<file path="src/rtl/chev_pkg.sv">
`default_nettype none

package chev_pkg;

  localparam int QW       = 16;
  localparam int TW       = 17;
  localparam int CW       = 20;
  localparam int DW       = 19;
  localparam int CFG_IDX_W = 2;

  localparam logic [CFG_IDX_W-1:0] REG_START_VALUE = 2'd0;
  localparam logic [CFG_IDX_W-1:0] REG_END_VALUE   = 2'd1;
  localparam logic [CFG_IDX_W-1:0] REG_START_SLOPE = 2'd2;
  localparam logic [CFG_IDX_W-1:0] REG_END_SLOPE   = 2'd3;

  typedef struct packed {
    logic signed [QW-1:0] a;
    logic signed [QW-1:0] b;
    logic signed [CW-1:0] c;
    logic signed [DW-1:0] d;
    logic                 flat;
  } coef_t;

endpackage

`default_nettype wire

</file>
<file path="src/rtl/chev_coef.sv">
`default_nettype none

module chev_coef
  import chev_pkg::*;
(
  input  wire logic                 clk_i,
  input  wire logic                 rst_ni,
  input  wire logic                 cfg_we_i,
  input  wire logic [CFG_IDX_W-1:0] cfg_idx_i,
  input  wire logic [QW-1:0]        cfg_wdata_i,
  output coef_t                     coef_o
);

  logic [QW-1:0] start_value_q, end_value_q, start_slope_q, end_slope_q;
  logic signed [CW-1:0] s_x, e_x, ds_x, de_x, diff, c_full, d_full;
  coef_t coef_d, coef_q;

  always_ff @(posedge clk_i or negedge rst_ni) begin
    if (!rst_ni) begin
      start_value_q <= '0;
      end_value_q   <= '0;
      start_slope_q <= '0;
      end_slope_q   <= '0;
    end else if (cfg_we_i) begin
      case (cfg_idx_i)
        REG_START_VALUE: start_value_q <= cfg_wdata_i;
        REG_END_VALUE:   end_value_q   <= cfg_wdata_i;
        REG_START_SLOPE: start_slope_q <= cfg_wdata_i;
        REG_END_SLOPE:   end_slope_q   <= cfg_wdata_i;
        default: ;
      endcase
    end
  end

  assign s_x  = {{(CW-QW){start_value_q[QW-1]}}, start_value_q};
  assign e_x  = {{(CW-QW){end_value_q[QW-1]}}, end_value_q};
  assign ds_x = {{(CW-QW){start_slope_q[QW-1]}}, start_slope_q};
  assign de_x = {{(CW-QW){end_slope_q[QW-1]}}, end_slope_q};

  assign diff   = e_x - s_x;
  assign c_full = diff + diff + diff - (de_x + ds_x + ds_x);
  assign d_full = (s_x - e_x) + (s_x - e_x) + ds_x + de_x;

  always_comb begin
    coef_d.a    = start_value_q;
    coef_d.b    = start_slope_q;
    coef_d.c    = c_full;
    coef_d.d    = d_full[DW-1:0];
    coef_d.flat = (start_value_q == '0) && (start_slope_q == '0) &&
                  (c_full == '0) && (d_full == '0);
  end

  always_ff @(posedge clk_i or negedge rst_ni) begin
    if (!rst_ni) begin
      coef_q <= '{a: '0, b: '0, c: '0, d: '0, flat: 1'b1};
    end else begin
      coef_q <= coef_d;
    end
  end

  assign coef_o = coef_q;

endmodule

`default_nettype wire

</file>
<file path="config.mk">
export PLATFORM = sky130hd
export DESIGN_NAME = chev_coef
export DESIGN_NICKNAME = d
export VERILOG_FILES = /design/src/rtl/chev_pkg.sv /design/src/rtl/chev_coef.sv
export SDC_FILE = /design/constraint.sdc
export NUM_CORES = 1
export LEC_CHECK = 0
export ABC_AREA = 1
export BUFFER_PORTS_ARGS = -buffer_cell sky130_fd_sc_hd__buf_2
export CAP_MARGIN = 0
export CORE_MARGIN = 4
export CORE_UTILIZATION = 60
export CTS_BUF_LIST = sky130_fd_sc_hd__clkbuf_8 sky130_fd_sc_hd__clkbuf_16
export CTS_CLUSTER_DIAMETER = 120
export CTS_CLUSTER_SIZE = 40
export DETAILED_ROUTE_END_ITERATION = 8
export GPL_ROUTABILITY_DRIVEN = 0
export GPL_TIMING_DRIVEN = 0
export PLACE_DENSITY_LB_ADDON = 0.12
export SLEW_MARGIN = 5
export SYNTH_ARGS = -nofsm -noshare
export SYNTH_HDL_FRONTEND = slang
export SYNTH_SLANG_ARGS = --single-unit
export TNS_END_PERCENT = 1
</file>
<file path="constraint.sdc">
create_clock -name clk_i -period 11.76 [get_ports clk_i]
set_clock_uncertainty 0.1 [all_clocks]
set_input_delay 2.352 -clock clk_i [delete_from_list [all_inputs] [get_ports clk_i]]
set_output_delay 2.352 -clock clk_i [all_outputs]
set_load 0.01 [all_outputs]
</file>
==> impl_results.md <==
* Cell at the root of the clock tree: clkbuf_16
* Share of cells above drive strength 1 at 11.9%
* Ys flop type: dfrtp_1
* Core area at 0.0159 mm^2
* Design area at 0.0111 mm^2
* Largest net degree at the start of global routing at 99
* Cts repair resizes at 0
* Number of diodes at 0
* Worst rel slew slack at 63.9%
* Status: finished, final reports clean
* Drc violations at 0
* Number of global-route vias before repair at 7974
* Min Tclk post-route at 5080 ps
* DR vias at 8158
* Required time of the critical path at 12030 ps
* Antenna Nets Post-Route at 0
* Top-count cell post-synth: nand2_1
* Setup TNS at 0 ps
* Post-synthesis sequential area ratio at 34.8%
* Mean area per synthesized cell at 7.79 um^2
* Row count at 46
* Initial core utilization at 61.4%
* Clock Sinks at 136
* Inst Count DP at 1566
* Postcts setup bufs at 0
* HPWL after detailed placement at 18700 um
* Port Buffers at 92
* Gr ovfl total at 0
* Setup crit end kind: flip-flop
* Drt via density at 5.11
* Crit path kind: reg2reg
* Final setup fails at 0
* Die area at 0.0184 mm^2
* Maximum fanout along the worst path at 5
* Fin. max-slew vios at 0
* EDFF count, synth at 0
* Maximum clock path buffer count at 2
* Startpoint Class: flip-flop
* Worst Hold Class: reg2reg
* Unique cell type count in the Yosys netlist at 34
* Synth top area share at 34.5%
* Cell Area, Synth at 0.00980 mm^2
* Leading area contributor after synthesis: dfrtp_1
* Clock transition at the registers of the reported paths at 70 ps
* Final period util at 43.2%
* Synth top cells by count: 312 x nand2_1, 282 x inv_1, 135 x dfrtp_1
* Mapped Nets at 1406
* Wire length per cell at 14.8 um
* TritonCTS clock tree: built
* Gr usage total at 27.2%
* Global-route wire length before repair at 38700 um
* Hold_buf cts at 0
* Die height at 136 um
* Htree depth at 4
* F_max at 197 MHz
* WL final at 23600 um
* Syn Inst Count at 1257
* # IOs at 93
* Initial DRC count at 565
* RSZ-0062 raised after global routing: false
* Slew at the pin closest to its max-slew limit at 540 ps
* Hold Violations, Final at 0
* Worst-Skew Late Latency at 440 ps
* Initial antenna violation count at 0
* Layout Nets at 1518
* Critical Path AT at 5350 ps
* Dpl cell area at 0.0106 mm^2
* Fin cells at 1597
* Die Wd at 136 um
* Count of max-cap constraint violations at 0
* # fillers at 1309
* Final Util at 69.9%
* DR pass1 iterations at 5
* Yosys warnings at 0
* TritonCTS buffer count at 17
* Async S/R FF share, synth at 100%
* Area grow syn2layout at 13.8%
* Yosys reg bits at 136
* Ranking of synthesized cells by area: dfrtp_1 34%, nand2_1 12%, fa_1 11%
worst max-delay path: stages (launching register included):
cell     delay, ps
dfrtp_1        400
inv_1           70
ha_1           160
inv_1           80
fa_1           460
nand2_1        120
nand2_1         90
a21oi_1        260
inv_1          120
a31oi_1        190
xor2_1         340
fa_1           500
fa_1           550
inv_1           50
ha_1           370
nand2_1        110
nor2_1         250
nand3_1        180
nand2_1        100
nand2_1         50
nand2_1        120
nand2_1         70
nor2_1          80
nand3_1        100
nor2_1         120
cells by family (layout without fill, tap and decap cells):
| logic type | Yosys count | in the layout | synth area share (%) |
|---|---|---|---|
| AO/OA/AOI/OAI | 168 | 168 | 9.36 |
| XOR/XNOR | 33 | 33 | 2.95 |
| adder cells (fa/ha/maj) | 128 | 128 | 20.5 |
| buffers and inverters | 304 | 428 | 11.8 |
| flip-flops | 136 | 136 | 34.8 |
| AND/OR/NAND/NOR | 488 | 488 | 20.6 |
layout make-up:
type / count / area, um^2 / share of cell area [%]
buffer: 20 / 92.6 / 0.830
clock buffer: 17 / 425 / 3.82
clock inverter: 14 / 164 / 1.47
inverter: 284 / 1070 / 9.56
multi-input combinational: 817 / 5230 / 46.9
sequential: 136 / 3400 / 30.5
tap: 216 / 270 / 2.42
timing repair buffer: 93 / 494 / 4.43
state kept, by name (all words and copies together) (netlist names):
register / cells
coef_o: 72
end_slope_q: 16
end_value_q: 16
start_slope_q: 16
start_value_q: 16
per-stage QoR:
step           worst slack [ps]  hold slack [ps]
6_report                   6680              333
2_1_floorplan              7410              274
3_3_place_gp               6490              324
4_1_cts                    6730              331
5_1_grt                    6230              361
3_5_place_dp               6770              316
per-layer routing:
layer | track usage, % | wire length, um | part of all wire, % | vias to the layer above
met5 | 0 | 0 | 0 | -
met3 | 4.20 | 1300 | 5.5 | 44
met1 | 35.4 | 10100 | 43 | 3814
met2 | 47.0 | 11600 | 49 | 245
li1 | - | - | - | 4055
met4 | 8.79 | 603 | 2.6 | 0
worst paths after layout:
path	startpoint	endpoint	slack, ps	cells past startpoint
setup / recovery	end_value_q[0]	coef_o[0]	6680	24
hold reg to reg	start_slope_q[3]	coef_o[43]	330	0
setup reg to reg	end_value_q[0]	coef_o[0]	6680	24
hold / removal	start_slope_q[3]	coef_o[43]	330	0
min in group asynchronous	rst_ni	coef_o[21]	1710	1
max in group asynchronous	rst_ni	coef_o[69]	9070	2
cell usage in the layout (no fill, tap or decap), types with 2 or more instances in the layout:
| cell type | Yosys | layout |
|---|---|---|
| a211oi_1 | 2 | 2 |
| a21boi_0 | 3 | 3 |
| a21o_1 | 2 | 2 |
| a21oi_1 | 53 | 53 |
| a21oi_2 | 6 | 6 |
| a31oi_1 | 2 | 2 |
| buf_2 | 2 | 93 |
| buf_4 | 3 | 3 |
| bufinv_16 | 0 | 2 |
| clkbuf_1 | 12 | 12 |
| clkbuf_16 | 0 | 17 |
| clkbuf_2 | 3 | 3 |
| clkinv_4 | 0 | 4 |
| clkinvlp_4 | 0 | 3 |
| dfrtp_1 | 135 | 135 |
| fa_1 | 54 | 54 |
| ha_1 | 74 | 74 |
| inv_1 | 282 | 282 |
| inv_2 | 2 | 2 |
| inv_6 | 0 | 4 |
| nand2_1 | 312 | 312 |
| nand2_2 | 18 | 18 |
| nand3_1 | 53 | 53 |
| nand3_2 | 4 | 4 |
| nand3b_1 | 7 | 7 |
| nand4_1 | 2 | 2 |
| nor2_1 | 79 | 79 |
| nor2_2 | 2 | 2 |
| nor3_1 | 10 | 10 |
| o2111ai_1 | 3 | 3 |
| o211ai_1 | 2 | 2 |
| o21a_1 | 3 | 3 |
| o21ai_0 | 84 | 84 |
| o21ai_1 | 4 | 4 |
| o21bai_1 | 4 | 4 |
| xnor2_1 | 7 | 7 |
| xor2_1 | 26 | 26 |
Power is left out: the tool's default activity adds up to more than one toggle a clock period on the data nets, which glitch-free logic cannot reach.
